**src/rtl/adcwsa_pkg.sv**
```systemverilog
// shared widths, register indexes and controller/datapath interface types
`default_nettype none

package adcwsa_pkg;

   // field widths
   localparam int SAMPLE_W = 10;
   localparam int CNT_W    = 5;
   // sum of up to 31 samples
   localparam int SUM_W    = SAMPLE_W + CNT_W;

   // configuration port
   localparam int CSR_IDX_W = 1;
   localparam logic [CSR_IDX_W-1:0] CSR_TOLERANCE = 1'b0;
   localparam logic [CSR_IDX_W-1:0] CSR_REF_COUNT = 1'b1;

   // register reset values
   localparam logic [SAMPLE_W-1:0] TOLERANCE_RST = '0;
   localparam logic [CNT_W-1:0]    REF_COUNT_RST = 5'd1;

   // default ring depth
   localparam int RING_DEPTH_DEF = 16;

   // commands from the controller to the datapath
   typedef struct packed {
      logic push;       // store a new sample
      logic start;      // begin a query
      logic walk;       // step the read pointer back
      logic acc;        // take in the sample just read
      logic div_start;  // load the divider
      logic div_step;   // one quotient bit
      logic out_load;   // load the result register
   } dp_cmd_type;

   // status from the datapath to the controller
   typedef struct packed {
      logic fail;       // count unusable or sample out of tolerance
      logic last;       // sample being taken in is the final one
      logic div_done;   // divider on its final bit
      logic rsp_busy;   // result register full and not taken this cycle
   } dp_stat_type;

endpackage

`default_nettype wire

```
**src/rtl/adcwsa_ram.sv**
```systemverilog
// generic single-write, single-read ram with registered read data
`default_nettype none

module adcwsa_ram #(
   parameter int WIDTH = 10,
   parameter int DEPTH = 16
) (
   input  wire                       clock,
   input  wire                       wr_en,
   input  wire [$clog2(DEPTH)-1:0]   wr_addr,
   input  wire [WIDTH-1:0]           wr_data,
   input  wire [$clog2(DEPTH)-1:0]   rd_addr,
   output logic [WIDTH-1:0]          rd_data
);

   logic [WIDTH-1:0] mem_ff [DEPTH];
   logic [WIDTH-1:0] rd_data_ff;

   // write port
   always_ff @(posedge clock) begin
      if (wr_en) begin
         mem_ff[wr_addr] <= wr_data;
      end
   end

   // registered read port
   always_ff @(posedge clock) begin
      rd_data_ff <= mem_ff[rd_addr];
   end

   assign rd_data = rd_data_ff;

endmodule

`default_nettype wire

```
**src/rtl/adcwsa_ctrl.sv**
```systemverilog
// controller state machine sequencing push, walk, divide and result
`default_nettype none

module adcwsa_ctrl
   import adcwsa_pkg::*;
(
   input  wire               clock,
   input  wire               reset,
   input  wire               req_valid,
   input  wire               req_op,
   output logic              req_ready,
   output dp_cmd_type        cmd,
   input  wire dp_stat_type  stat
);

   localparam logic [2:0] S_IDLE   = 3'd0;
   localparam logic [2:0] S_WAIT   = 3'd1;
   localparam logic [2:0] S_ACC    = 3'd2;
   localparam logic [2:0] S_DSTART = 3'd3;
   localparam logic [2:0] S_DIV    = 3'd4;
   localparam logic [2:0] S_OUT    = 3'd5;

   logic [2:0] state_ff;
   logic [2:0] state_in;

   // next state and commands
   always_comb begin
      state_in = state_ff;
      cmd      = '0;
      case (state_ff)
         S_IDLE: begin
            if (req_valid) begin
               if (req_op) begin
                  cmd.start = 1'b1;
                  state_in  = S_WAIT;
               end else begin
                  cmd.push = 1'b1;
               end
            end
         end
         S_WAIT: begin
            // first read in flight; skip the walk for an unusable count
            if (stat.fail) begin
               state_in = S_OUT;
            end else begin
               cmd.walk = 1'b1;
               state_in = S_ACC;
            end
         end
         S_ACC: begin
            cmd.walk = 1'b1;
            cmd.acc  = 1'b1;
            if (stat.last) begin
               state_in = S_DSTART;
            end
         end
         S_DSTART: begin
            cmd.div_start = 1'b1;
            state_in      = S_DIV;
         end
         S_DIV: begin
            cmd.div_step = 1'b1;
            if (stat.div_done) begin
               state_in = S_OUT;
            end
         end
         S_OUT: begin
            if (!stat.rsp_busy) begin
               cmd.out_load = 1'b1;
               state_in     = S_IDLE;
            end
         end
         default: begin
            state_in = S_IDLE;
         end
      endcase
   end

   // state register
   always_ff @(posedge clock) begin
      if (reset) begin
         state_ff <= S_IDLE;
      end else begin
         state_ff <= state_in;
      end
   end

   assign req_ready = (state_ff == S_IDLE);

endmodule

`default_nettype wire

```
**src/rtl/adcwsa_dp.sv**
```systemverilog
// datapath: sample ring, config registers, tolerance check, sum, divider, result
`default_nettype none

module adcwsa_dp
   import adcwsa_pkg::*;
#(
   parameter int RING_DEPTH = RING_DEPTH_DEF
) (
   input  wire                  clock,
   input  wire                  reset,
   input  wire [SAMPLE_W-1:0]   req_sample,
   input  wire                  csr_valid,
   input  wire [CSR_IDX_W-1:0]  csr_index,
   input  wire [SAMPLE_W-1:0]   csr_wdata,
   input  wire                  rsp_ready,
   output logic                 rsp_valid,
   output logic                 rsp_valid_res,
   output logic [SAMPLE_W-1:0]  rsp_average,
   input  wire dp_cmd_type      cmd,
   output dp_stat_type          stat
);

   localparam int IDX_W  = $clog2(RING_DEPTH);
   localparam int STEP_W = $clog2(SUM_W);

   // configuration registers
   logic [SAMPLE_W-1:0] tol_ff;
   logic [CNT_W-1:0]    cnt_lim_ff;

   always_ff @(posedge clock) begin
      if (reset) begin
         tol_ff     <= TOLERANCE_RST;
         cnt_lim_ff <= REF_COUNT_RST;
      end else if (csr_valid) begin
         case (csr_index)
            CSR_TOLERANCE: tol_ff     <= csr_wdata;
            CSR_REF_COUNT: cnt_lim_ff <= csr_wdata[CNT_W-1:0];
            default: ;
         endcase
      end
   end

   // newest index and write side of the ring
   logic [IDX_W-1:0]      newest_ff;
   logic [IDX_W-1:0]      newest_in;
   logic [RING_DEPTH-1:0] vld_ff;

   assign newest_in = (newest_ff == IDX_W'(RING_DEPTH - 1)) ? '0 : newest_ff + 1'b1;

   always_ff @(posedge clock) begin
      if (reset) begin
         newest_ff <= '0;
         vld_ff    <= '0;
      end else if (cmd.push) begin
         newest_ff         <= newest_in;
         vld_ff[newest_in] <= 1'b1;
      end
   end

   // read pointer walking backwards
   logic [IDX_W-1:0]    pos_ff;
   logic [SAMPLE_W-1:0] ram_rd_data;
   logic                rd_vld_ff;
   logic [SAMPLE_W-1:0] smp;

   always_ff @(posedge clock) begin
      if (cmd.start) begin
         pos_ff <= newest_ff;
      end else if (cmd.walk) begin
         pos_ff <= (pos_ff == '0) ? IDX_W'(RING_DEPTH - 1) : pos_ff - 1'b1;
      end
      rd_vld_ff <= vld_ff[pos_ff];
   end

   adcwsa_ram #(
      .WIDTH (SAMPLE_W),
      .DEPTH (RING_DEPTH)
   ) u_ring (
      .clock   (clock),
      .wr_en   (cmd.push),
      .wr_addr (newest_in),
      .wr_data (req_sample),
      .rd_addr (pos_ff),
      .rd_data (ram_rd_data)
   );

   // entries never written read as zero
   assign smp = rd_vld_ff ? ram_rd_data : '0;

   // tolerance check and running sum
   logic [SAMPLE_W-1:0] ref_ff;
   logic [SUM_W-1:0]    sum_ff;
   logic [CNT_W-1:0]    cnt_ff;
   logic                fail_ff;
   logic                cnt_bad;
   logic [SAMPLE_W-1:0] diff;

   assign cnt_bad = (cnt_lim_ff == '0) || (32'(cnt_lim_ff) > RING_DEPTH);
   assign diff    = (smp > ref_ff) ? smp - ref_ff : ref_ff - smp;

   always_ff @(posedge clock) begin
      if (cmd.start) begin
         sum_ff  <= '0;
         cnt_ff  <= '0;
         fail_ff <= cnt_bad;
      end else if (cmd.acc) begin
         sum_ff <= sum_ff + SUM_W'(smp);
         cnt_ff <= cnt_ff + 1'b1;
         if (cnt_ff == '0) begin
            ref_ff <= smp;
         end else if (diff > tol_ff) begin
            fail_ff <= 1'b1;
         end
      end
   end

   // restoring divider, one quotient bit per cycle
   logic [CNT_W-1:0]  rem_ff;
   logic [SUM_W-1:0]  quo_ff;
   logic [STEP_W-1:0] step_ff;
   logic [CNT_W:0]    trial;
   logic              ge;

   assign trial = {rem_ff, quo_ff[SUM_W-1]};
   assign ge    = trial >= {1'b0, cnt_lim_ff};

   always_ff @(posedge clock) begin
      if (cmd.div_start) begin
         rem_ff  <= '0;
         quo_ff  <= sum_ff;
         step_ff <= '0;
      end else if (cmd.div_step) begin
         rem_ff  <= ge ? CNT_W'(trial - {1'b0, cnt_lim_ff}) : CNT_W'(trial);
         quo_ff  <= {quo_ff[SUM_W-2:0], ge};
         step_ff <= step_ff + 1'b1;
      end
   end

   // result register
   logic                rsp_valid_ff;
   logic                rsp_res_ff;
   logic [SAMPLE_W-1:0] rsp_avg_ff;

   always_ff @(posedge clock) begin
      if (reset) begin
         rsp_valid_ff <= 1'b0;
      end else if (cmd.out_load) begin
         rsp_valid_ff <= 1'b1;
      end else if (rsp_ready) begin
         rsp_valid_ff <= 1'b0;
      end
   end

   always_ff @(posedge clock) begin
      if (cmd.out_load) begin
         rsp_res_ff <= !fail_ff;
         rsp_avg_ff <= fail_ff ? '0 : quo_ff[SAMPLE_W-1:0];
      end
   end

   assign rsp_valid     = rsp_valid_ff;
   assign rsp_valid_res = rsp_res_ff;
   assign rsp_average   = rsp_avg_ff;

   // status to the controller
   assign stat.fail     = fail_ff;
   assign stat.last     = (cnt_ff + 1'b1) == cnt_lim_ff;
   assign stat.div_done = step_ff == STEP_W'(SUM_W - 1);
   assign stat.rsp_busy = rsp_valid_ff && !rsp_ready;

endmodule

`default_nettype wire

```
**src/rtl/adc_window_stable_average.sv**
```systemverilog
// top level: stable-window average over a ring of converter samples
// push item: taken while idle, input stays ready, no result
// query item: result follows one ring read per checked sample plus a bit-serial divider
// one query at a time; a query with an unusable count skips the walk and the divider
// reset: synchronous, clears ring valid bits, newest index, registers, result
`default_nettype none

module adc_window_stable_average
   import adcwsa_pkg::*;
#(
   parameter int RING_DEPTH = RING_DEPTH_DEF
) (
   input  wire                  clock,
   input  wire                  reset,
   input  wire                  req_valid,
   output logic                 req_ready,
   input  wire                  req_op,
   input  wire [SAMPLE_W-1:0]   req_sample,
   output logic                 rsp_valid,
   input  wire                  rsp_ready,
   output logic                 rsp_valid_res,
   output logic [SAMPLE_W-1:0]  rsp_average,
   input  wire                  csr_valid,
   output logic                 csr_ready,
   input  wire [CSR_IDX_W-1:0]  csr_index,
   input  wire [SAMPLE_W-1:0]   csr_wdata
);

   dp_cmd_type  cmd;
   dp_stat_type stat;

   // registers always accept a write
   assign csr_ready = 1'b1;

   adcwsa_ctrl u_ctrl (
      .clock     (clock),
      .reset     (reset),
      .req_valid (req_valid),
      .req_op    (req_op),
      .req_ready (req_ready),
      .cmd       (cmd),
      .stat      (stat)
   );

   adcwsa_dp #(
      .RING_DEPTH (RING_DEPTH)
   ) u_dp (
      .clock         (clock),
      .reset         (reset),
      .req_sample    (req_sample),
      .csr_valid     (csr_valid),
      .csr_index     (csr_index),
      .csr_wdata     (csr_wdata),
      .rsp_ready     (rsp_ready),
      .rsp_valid     (rsp_valid),
      .rsp_valid_res (rsp_valid_res),
      .rsp_average   (rsp_average),
      .cmd           (cmd),
      .stat          (stat)
   );

`ifndef SYNTHESIS
   // a query item closes the input until its result is loaded
   a_query_blocks: assert property (@(posedge clock) disable iff (reset)
      (req_valid && req_ready && req_op) |=> !req_ready)
      else $error("input ready after query item");

   // a failed query reports a zero average
   a_fail_zero: assert property (@(posedge clock) disable iff (reset)
      (rsp_valid && !rsp_valid_res) |-> (rsp_average == '0))
      else $error("nonzero average on invalid result");

   // a push item never produces a result
   a_push_silent: assert property (@(posedge clock) disable iff (reset)
      (req_valid && req_ready && !req_op && !rsp_valid) |=> !rsp_valid)
      else $error("result after push item");

   // no result straight out of reset
   a_reset_empty: assert property (@(posedge clock)
      reset |=> !rsp_valid)
      else $error("result valid after reset");
`endif

endmodule

`default_nettype wire

```
**config.mk**
```make
export PLATFORM = sky130hd
export DESIGN_NAME = adc_window_stable_average
export DESIGN_NICKNAME = d
export VERILOG_FILES = /design/src/rtl/adcwsa_pkg.sv /design/src/rtl/adcwsa_ram.sv /design/src/rtl/adcwsa_ctrl.sv /design/src/rtl/adcwsa_dp.sv /design/src/rtl/adc_window_stable_average.sv
export SDC_FILE = /design/constraint.sdc
export NUM_CORES = 1
export LEC_CHECK = 0
export BUFFER_PORTS_ARGS = -buffer_cell sky130_fd_sc_hd__buf_2
export CORE_MARGIN = 2
export CORE_UTILIZATION = 55
export CTS_CLUSTER_SIZE = 30
export DETAILED_ROUTE_END_ITERATION = 10
export GPL_ROUTABILITY_DRIVEN = 0
export GPL_TIMING_DRIVEN = 0
export PLACE_DENSITY = 0.75
export RECOVER_POWER = 100
export SYNTH_ARGS = -nofsm -noshare
export SYNTH_HDL_FRONTEND = slang
export SYNTH_SLANG_ARGS = --single-unit
```
**constraint.sdc**
```tcl
create_clock -name clock -period 3.8 [get_ports clock]
set_clock_uncertainty 0.1 [all_clocks]
set_input_delay 0.57 -clock clock [delete_from_list [all_inputs] [get_ports clock]]
set_output_delay 0.57 -clock clock [all_outputs]
set_load 0.01 [all_outputs]
```
==> flow_summary.ini, run 1 <==
[worst_setup_path]
r2r_slack_ps = -230
crit_required_ps = 3980
crit_start = u_dp.rd_vld_ff$_DFF_P_
crit_end = u_dp.fail_ff$_SDFFCE_PN1P_
r2r-start = u_dp.rd_vld_ff$_DFF_P_
path_class = reg -> reg
cp_max_fo = 6
critPathLaunchType = register
end_kind = register
rr_worst_depth = 20
worstReg2RegEnd = u_dp.fail_ff$_SDFFCE_PN1P_
critPathArrivalTime_ps = 4210

[global_routing]
grt_pass1_wl_um = 43200
antenna_found_initial = 1
grt_max_degree = 17
grt_pass1_vias = 7811
track_usage = 0.235
overflow = 0

[synthesis]
syn_area_um2 = 12600
synth_area_leader_cell = edfxtp_1
synth_top_area_share = 0.480
synth_cells = 956
yosys_warnings = 0
synth-edff-count = 201
async_flop_share = 0
netlist-cell-type-count = 61
syn_area_per_cell_um2 = 13.1
ys.flop_type = edfxtp_1
synthTopCellsByCount = edfxtp_1, nand2_1, dfxtp_1
syn_nets = 1036
synth.most_common_cell = edfxtp_1
ys_top_cells_by_area = edfxtp_1, dfxtp_1, mux4_2, ha_1, nand2_1
yosysSeqAreaShare = 0.606
ys_ff_latch = 280

[power_and_ir_drop]
netSwitchingPower_mw = 1.76
seq_power_share = 0.489
worst_ir_drop_vdd_uv = 476
p_clk_frac = 0.384
netSwitchingFraction = 0.246
internal-power_mw = 5.39
power.share.combinational = 0.127
power_density_nw_per_um2 = 502
leakagePower_nw = 5.16

[finish]
fillers = 1673
drive_gt1_frac = 0.164
num-nets-final = 1119
syn_to_final_growth_pct = 13.3
fin_area_um2 = 14200
diodes = 0

[timing]
worst_pin_slew_ps = 1410
setup_viol = 1
period_share = 1.06
max_freq_mhz = 248
hold_ws_ps = 171
max-slew-margin-rel = 0.0572
hold_viol_final = 0
fin_ws_ps = -234
report.final.slew_viol_count = 0
rsz0062_at_grt = true
fin_crit_ps = 4030

[clocking]
clock_latency_ps = 560
holdBufCountCts = 0
clock-sinks = 280
clk_pin_slew_worst_paths_ps = 60
cts_tree = yes
root_buffer = clkbuf_16
cts_max_path_buffers = 3
htree_levels = 1
cts_made_buffers = 29

[route]
remaining_drc_errors = 0
drt_iter0_markers = 675
via_count = 7882
finalWirelength_um = 27700
dr.pass1.iters = 7
vias_per_cell = 5.86
ant_nets = 0
avgRoutedWirePerCell_um = 20.6

[floorplanning]
initial_core_util = 0.558
die_w_um = 155
core-area_um2 = 22500
num_io_pins = 41
die_area_um2 = 24100
row_count = 55
die_h_um = 155

[outcome]
status = finished with violations
violations = setup timing

[run]
cap_violations = 0

[placement]
post_dp_cell_area_um2 = 13200
portBuffers = 38
hpwl_um = 18200

[min_path]
hold_path_class = in -> reg
==> cells in the final DEF (no fill, tap or decap), types with 12 or more instances in the layout <==
master and count:
nor2b_1 18, nand2_1 116, inv_1 48, dfxtp_1 78
buf_4 12, nor2_1 74, ha_1 44, edfxtp_1 201
a21o_1 13, mux4_2 55, xor2_1 15, buf_2 21
nand3_1 16, xnor2_1 22, a21oi_1 48, clkbuf_1 55
clkbuf_16 29, o21ai_0 30
==> worst min-delay path by stage <==
stage                                startpoint                          end  depth (start not counted)  slack (ps)
detailed placement  u_dp.tol_ff[3]$_SDFFE_PP0P_  u_dp.tol_ff[3]$_SDFFE_PP0P_                          2         350
global placement    u_dp.tol_ff[5]$_SDFFE_PP0P_  u_dp.tol_ff[5]$_SDFFE_PP0P_                          2         340
CTS                                csr_wdata[7]  u_dp.tol_ff[7]$_SDFFE_PP0P_                          3         150
global route                       csr_wdata[6]  u_dp.tol_ff[6]$_SDFFE_PP0P_                          3         170
floorplan           u_dp.rem_ff[4]$_SDFFE_PP0P_  u_dp.rem_ff[4]$_SDFFE_PP0P_                          2         320
finish                             csr_wdata[7]  u_dp.tol_ff[7]$_SDFFE_PP0P_                          3         170
==> cells by family after synthesis <==
kind of cell             after synthesis  synth area share
XOR/XNOR                              37            0.0258
flip-flops                           280             0.606
buffers and inverters                 92            0.0302
other                                  1          0.000298
multiplexers                          66             0.107
AND/OR/NAND/NOR                      283             0.101
AO/OA/AOI/OAI                        140            0.0703
adder cells (fa/ha/maj)               57            0.0584
==> metal layers <==
layer	up-vias	wire length, um	GRT usage
met4	0	1220	0.0957
met1	3845	11100	0.295
li1	3665	-	-
met5	-	0	0
met2	289	14000	0.416
met3	83	1420	0.0309
==> flip-flops by register name (all words and copies together) (netlist names), 4 cells and up <==
signal / count
u_dp.u_ring.mem_ff: 160
u_dp.vld_ff: 16
u_dp.quo_ff: 15
u_dp.sum_ff: 15
u_dp.ref_ff: 10
u_dp.rsp_average: 10
u_dp.tol_ff: 10
u_dp.u_ring.rd_data: 10
u_dp.cnt_ff: 5
u_dp.cnt_lim_ff: 5
u_dp.rem_ff: 5
u_dp.newest_ff: 4
u_dp.pos_ff: 4
u_dp.step_ff: 4
==> metrics by stage <==
stage / utilization / cells / TNS (ps) / power [mW] / setup slack [ps]
final: 0.633 / 1346 / -234 / 7.15 / -234
after global routing: 0.633 / 1346 / -380 / 7.43 / -380
after CTS: 0.633 / 1343 / -222 / 7.19 / -222
after detailed placement: 0.586 / 1279 / -394 / 4.45 / -394
after global placement: 0.586 / 1279 / -343 / 4.42 / -343
after floorplan: - / 956 / -35.1 / 4.19 / -35.1
==> cell type report <==
type                            count  area [um2]  area share
Clock buffer                       32         757      0.0532
Buffer                             41         198      0.0139
Clock inverter                     21         176      0.0124
Tap cell                          285         357      0.0250
Inverter                           51         194      0.0136
Multi-Input combinational cell    584        4680       0.328
Sequential cell                   280        7620       0.535
Timing Repair Buffer               52         263      0.0185
==> repair_timing <==
action,4_1_cts,5_1_grt
setup buffers,10,1
pin swaps,20,8
cloned,1,0
resized for setup,13,7
endpoints found under the setup margin,1,1
==> critical path, cell delays in order (launching register included) <==
cell      delay, ps
dfxtp_2         320
clkbuf_8        160
nand2_4          90
ha_4            130
inv_2            30
fa_2            350
a21oi_2         160
o22ai_2          90
maj3_2          330
a221oi_2        270
a21oi_2          70
buf_6           140
mux2_4          310
ha_4            220
nor2b_4         120
o21a_1          160
o21a_1          160
o21a_1          160
o21a_1          180
o21ai_2         110
a31oi_1         110
==> power groups by stage <==
stage	sequential, mW	combinational [mW]	clock, mW
after floorplan	3.53	0.661	0
after global placement	3.55	0.866	0
after detailed placement	3.56	0.889	0
after CTS	3.50	0.908	2.79
after global routing	3.51	1.00	2.92
final	3.50	0.906	2.74
Note: power is estimated with default switching activity, not from simulation.
==> run 2, diff against run 1 <==
- CORE_UTILIZATION: 55 -> 45
- PLACE_DENSITY: 0.75 -> not set
- SLEW_MARGIN: not set -> 10
==> run 2 against run 1 <==
Routed wire length up 0.28%. Sequential power is essentially flat. Sequential cell count stayed put. Combinational power about the same. Total power up 3.5%. Clock-buffer cell count up 7. The flow still finishes with violations (setup timing). Core utilization down 11 points. Register-to-register slack improved by 50 ps. Final cell count up 7.0%. Setup slack gained 49 ps.
==> flow_summary.ini, run 2 (synthesis results as in run 1) <==
[route]
drt_iter0_markers = 364
avgRoutedWirePerCell_um = 19.3
remaining_drc_errors = 0
dr.pass1.iters = 4
finalWirelength_um = 27800
via_count = 7579
vias_per_cell = 5.26
ant_nets = 0

[global_routing]
use_met1 = 0.253
met2_usage = 0.340
track_usage = 0.195
overflow = 0
antenna_found_initial = 0
grt_pass1_vias = 7409
grt_max_degree = 17
met3_usage = 0.0243
grt-busiest-layer = met2
grt_pass1_wl_um = 42400

[worst_setup_path]
crit_buf_inv = 3
crit_family = compound AO/OA/AOI/OAI gates
r2r-start = u_dp.rd_vld_ff$_DFF_P_
critPathLaunchType = register
path_common_cell = o21a_1
max_stage_delay_ps = 330
cp_max_fo = 6
end_kind = register
crit_required_ps = 3990
path_class = reg -> reg
critPathArrivalTime_ps = 4180
crit_slowest_cell = dfxtp_2
r2r_slack_ps = -190
rr_worst_depth = 19
cp_cell_sequence = buf_8 > and2_4 > ha_1 > buf_6 > a21o_1 > a21o_1 > a21o_1 > a221oi_2 > a21oi_2 > buf_6 > mux2_4 > ha_4 > nor2b_4 > o21a_1 > o21a_1 > o21a_1 > o21a_1 > o21ai_1 > a31oi_1
worstReg2RegEnd = u_dp.fail_ff$_SDFFCE_PN1P_

[min_path]
whs_path_depth = 3
hold-path-endpoint = u_dp.tol_ff[9]$_SDFFE_PP0P_
hp-start = csr_wdata[9]
hold_path_class = in -> reg

[run]
cap_violations = 0

[finish]
final_cell_mix = edfxtp_1, nand2_1, dfxtp_1
final_common_cell = edfxtp_1
largest_reg_flops = 160
syn_to_final_growth_pct = 15.6
fillers = 2384
top_regs = u_dp.u_ring.mem_ff (160), u_dp.vld_ff (16)
largest_register = u_dp.u_ring.mem_ff
diodes = 0
fin_area_um2 = 14500
num-nets-final = 1118
drive_gt1_frac = 0.197

[clocking]
cts_made_buffers = 30
holdBufCountCts = 0
clock-sinks = 280
cts_tree = yes
htree_levels = 1
clock_latency_ps = 570
cts_max_path_buffers = 3
root_buffer = clkbuf_16
clk_pin_slew_worst_paths_ps = 60

[floorplanning]
die_w_um = 171
num_io_pins = 41
die_area_um2 = 29300
core-area_um2 = 27600
row_count = 61
initial_core_util = 0.455
die_h_um = 171

[timing]
max-slew-margin-rel = 0.246
period_share = 1.05
fin_ws_ps = -185
worst_pin_slew_ps = 1130
fin_crit_ps = 3990
hold_viol_final = 0
rsz0062_at_grt = true
max_freq_mhz = 251
setup_viol = 1
report.final.slew_viol_count = 0

[power_and_ir_drop]
power_density_nw_per_um2 = 509
power_mw = 7.40
leakagePower_nw = 5.23
worst_ir_drop_vdd_uv = 392

[outcome]
violations = setup timing
status = finished with violations

[placement]
post_dp_cell_area_um2 = 13400
portBuffers = 38
hpwl_um = 18800
==> run 2: cell count changes in the layout (fill, tap and decap cells not counted), sizes merged <==
| cell | change |
|---|---|
| inv | -2 |
| clkinvlp | -1 |
| clkinv | -3 |
| bufinv | +2 |
| clkbuf | -9 |
| buf | +14 |
==> run 2: cell type report <==
cell class	instances	area, um2	share of cell area
flip-flops and latches	280	7620	0.524
multi-input cells	584	4720	0.325
inverters	51	194	0.0134
plain buffers	41	199	0.0137
well taps	378	473	0.0326
clock inverters	17	220	0.0152
clock buffers	39	815	0.0561
repair buffers	50	290	0.0200
==> run 2: through the flow <==
step / utilization / setup TNS, ps / hold slack [ps] / std cells / setup slack [ps]
after floorplan: - / -35.1 / 321 / 956 / -35.1
after global placement: 0.481 / -373 / 342 / 1372 / -373
after detailed placement: 0.484 / -388 / 350 / 1375 / -388
after CTS: 0.525 / -211 / 131 / 1439 / -211
after global routing: 0.526 / -360 / 147 / 1440 / -360
final: 0.526 / -185 / 157 / 1440 / -185
==> run 2: metal layers <==
metal	wire, um	vias to the layer above
li1	-	3662
met1	12100	3722
met2	13900	152
met3	983	43
met4	791	0
met5	0	-
==> run 2: worst max-delay path by stage <==
stage / from / endpoint / slack (ps) / depth (start not counted)
6_report: u_dp.rd_vld_ff$_DFF_P_ / u_dp.fail_ff$_SDFFCE_PN1P_ / -190 / 19
5_1_grt: u_dp.rd_vld_ff$_DFF_P_ / u_dp.fail_ff$_SDFFCE_PN1P_ / -360 / 19
4_1_cts: u_dp.rd_vld_ff$_DFF_P_ / u_dp.fail_ff$_SDFFCE_PN1P_ / -210 / 20
3_5_place_dp: u_dp.rd_vld_ff$_DFF_P_ / u_dp.fail_ff$_SDFFCE_PN1P_ / -390 / 19
3_3_place_gp: u_dp.rd_vld_ff$_DFF_P_ / u_dp.fail_ff$_SDFFCE_PN1P_ / -370 / 18
2_1_floorplan: u_dp.rd_vld_ff$_DFF_P_ / u_dp.fail_ff$_SDFFCE_PN1P_ / -40 / 20
==> run 2: where the power goes <==
group | leakage, nW | total, mW | internal, mW | switching [mW]
registers | 2.48 | 3.50 | 3.40 | 0.0934
logic | 2.25 | 0.903 | 0.405 | 0.498
clock network | 0.501 | 3.00 | 1.79 | 1.20
==> run 2: worst min-delay path, stage by stage <==
cell and delay [ps]:
buf_2 100, nand2_1 50, a21oi_1 50
==> run 2: timing repair <==
| item | in CTS | in global routing |
|---|---|---|
| pin swaps | 14 | 8 |
| gates cloned | 1 | 0 |
| buffers inserted | 7 | 1 |
| setup endpoints to repair | 1 | 1 |
| resized for setup | 12 | 10 |
==> run 3, diff against run 2 <==
- GPL_TIMING_DRIVEN: 0 -> not set
- clock period: 3.8 -> 3.3 ns (I/O delays scaled with it)
==> run 3 against run 2 <==
Sequential cell count did not move. Clock power rose by 7.7%. Routed wire length fell by 5.9%. Sequential share of layout area fell by 0.88 points. Critical endpoint unchanged. Largest power group unchanged. Core utilization rose by 0.91 points. Global-route usage fell by 1.2 points. Hold slack got worse by 60 ps. Final cell count rose by 3.5%. The flow finishes with violations (capacitance limit, slew limit, setup timing). Die area did not move. Fmax rose by 3.5%. Register-to-register slack got worse by 370 ps.
==> flow_summary.ini, run 3 (synthesis results as in run 1) <==
[route]
via_count = 7731
remaining_drc_errors = 0
dr.pass1.iters = 4
finalWirelength_um = 26200
vias_per_cell = 5.19
drt_iter0_markers = 365
avgRoutedWirePerCell_um = 17.6
ant_nets = 0

[timing]
fin_ws_ps = -551
period_share = 1.17
max-slew-margin-rel = -0.315
rsz0062_at_grt = true
setup_viol = 1
report.final.slew_viol_count = 88
hold_viol_final = 0
max_freq_mhz = 260
hold_ws_ps = 96.6
worst_pin_slew_ps = 1970
fin_tns_setup_ps = -551
fin_crit_ps = 3850

[worst_setup_path]
crit_slowest_cell = dfxtp_4
crit_required_ps = 3470
path_class = reg -> reg
path_common_cell = o21a_1
critPathArrivalTime_ps = 4030
max_stage_delay_ps = 370
end_kind = register
cp_max_fo = 5
r2r_slack_ps = -550
critPathLaunchType = register
cp_cell_sequence = buf_6 > nand2_4 > inv_2 > fa_2 > a21oi_2 > o22ai_2 > maj3_2 > a221oi_4 > a21oi_4 > mux2_4 > ha_4 > nor2b_4 > o21a_1 > o21a_1 > o21a_1 > o21a_1 > o21ai_1 > a31oi_1

[global_routing]
met2_usage = 0.314
grt_pass1_wl_um = 41200
track_usage = 0.183
antenna_found_initial = 0
grt_pass1_vias = 7610
overflow = 0
grt-busiest-layer = met2
use_met1 = 0.243
met3_usage = 0.0289
grt_max_degree = 48

[clocking]
root_buffer = clkbuf_16
clock_latency_ps = 580
cts_made_buffers = 30
cts_max_path_buffers = 3
clock-sinks = 280
clk_pin_slew_worst_paths_ps = 60
htree_levels = 1
cts_tree = yes

[power_and_ir_drop]
leakagePower_nw = 5.40
worst_ir_drop_vdd_uv = 441
power_density_nw_per_um2 = 562

[floorplanning]
num_io_pins = 41
die_area_um2 = 29300
row_count = 61
initial_core_util = 0.455
die_h_um = 171
core-area_um2 = 27600
die_w_um = 171

[finish]
syn_to_final_growth_pct = 17.6
largest_reg_flops = 160
diodes = 0
top_regs = u_dp.u_ring.mem_ff (160), u_dp.vld_ff (16)
fin_area_um2 = 14800
largest_register = u_dp.u_ring.mem_ff
fin_util = 0.535
final-instance-count-excl-fill = 1490
final_common_cell = edfxtp_1
num-nets-final = 1168
final_cell_mix = edfxtp_1, nand2_1, dfxtp_1
drive_gt1_frac = 0.197

[outcome]
status = finished with violations
violations = capacitance limit, slew limit, setup timing

[placement]
placedCellCount = 1427
post_dp_cell_area_um2 = 13800
hpwl_um = 18400
portBuffers = 39

[min_path]
hold_path_class = in -> reg

[run]
cap_violations = 2
## run 3: cell count changes in the layout (fill, tap and decap cells not counted), sizes merged
cell / before / now
clkinv: 11 / 13
clkbuf: 78 / 99
bufinv: 4 / 2
clkinvlp: 2 / 3
a21oi: 51 / 52
buf: 52 / 79
## run 3: worst paths after layout
kind / start / endpoint / depth (start not counted)
max: u_dp.rd_vld_ff$_DFF_P_ / u_dp.fail_ff$_SDFFCE_PN1P_ / 18
min: csr_wdata[8] / u_dp.tol_ff[8]$_SDFFE_PP0P_ / 3
max reg2reg: u_dp.rd_vld_ff$_DFF_P_ / u_dp.fail_ff$_SDFFCE_PN1P_ / 18
min reg2reg: u_dp.tol_ff[6]$_SDFFE_PP0P_ / u_dp.tol_ff[6]$_SDFFE_PP0P_ / 2
## run 3: repair_timing
action / in CTS / in global routing
cloned: 1 / 0
hold endpoints to repair: 0 / 0
hold buffers: 0 / 0
pin swaps: 17 / 2
gates resized for setup: 17 / 5
buffers inserted: 6 / 0
setup endpoints to repair: 1 / 1
## run 3: per-layer routing
metal,vias to the layer above,share of wire
li1,3772,-
met1,3787,0.44
met2,132,0.50
met3,40,0.044
met4,0,0.023
met5,-,0
## run 3: critical path: cells and delay by family (launching register included)
kind,cells,cell delay (ps)
compound gates,10,1510
fa+ha+maj,3,930
flops,1,370
mux,1,340
simple gates,2,170
buf+inv,2,160
## run 3: through the flow
stage | total power, mW | setup WS, ps
floorplan | 4.83 | -535
global placement | 5.18 | -907
detailed placement | 5.19 | -969
CTS | 8.43 | -547
global route | 8.70 | -762
finish | 8.31 | -551
## run 3: where the power goes
part	internal, mW	switching (mW)	leakage [nW]
logic	0.495	0.545	2.47
registers	3.92	0.121	2.48
clock network	1.87	1.36	0.459
## run 3: area by class of cell
cell class / count / area (um2)
Clock buffer: 38 / 801
Clock inverter: 18 / 163
Fill cell: 2401 / 12800
Inverter: 51 / 191
Multi-Input combinational cell: 585 / 4720
Sequential cell: 280 / 7620
Tap cell: 378 / 473
Timing Repair Buffer: 140 / 811
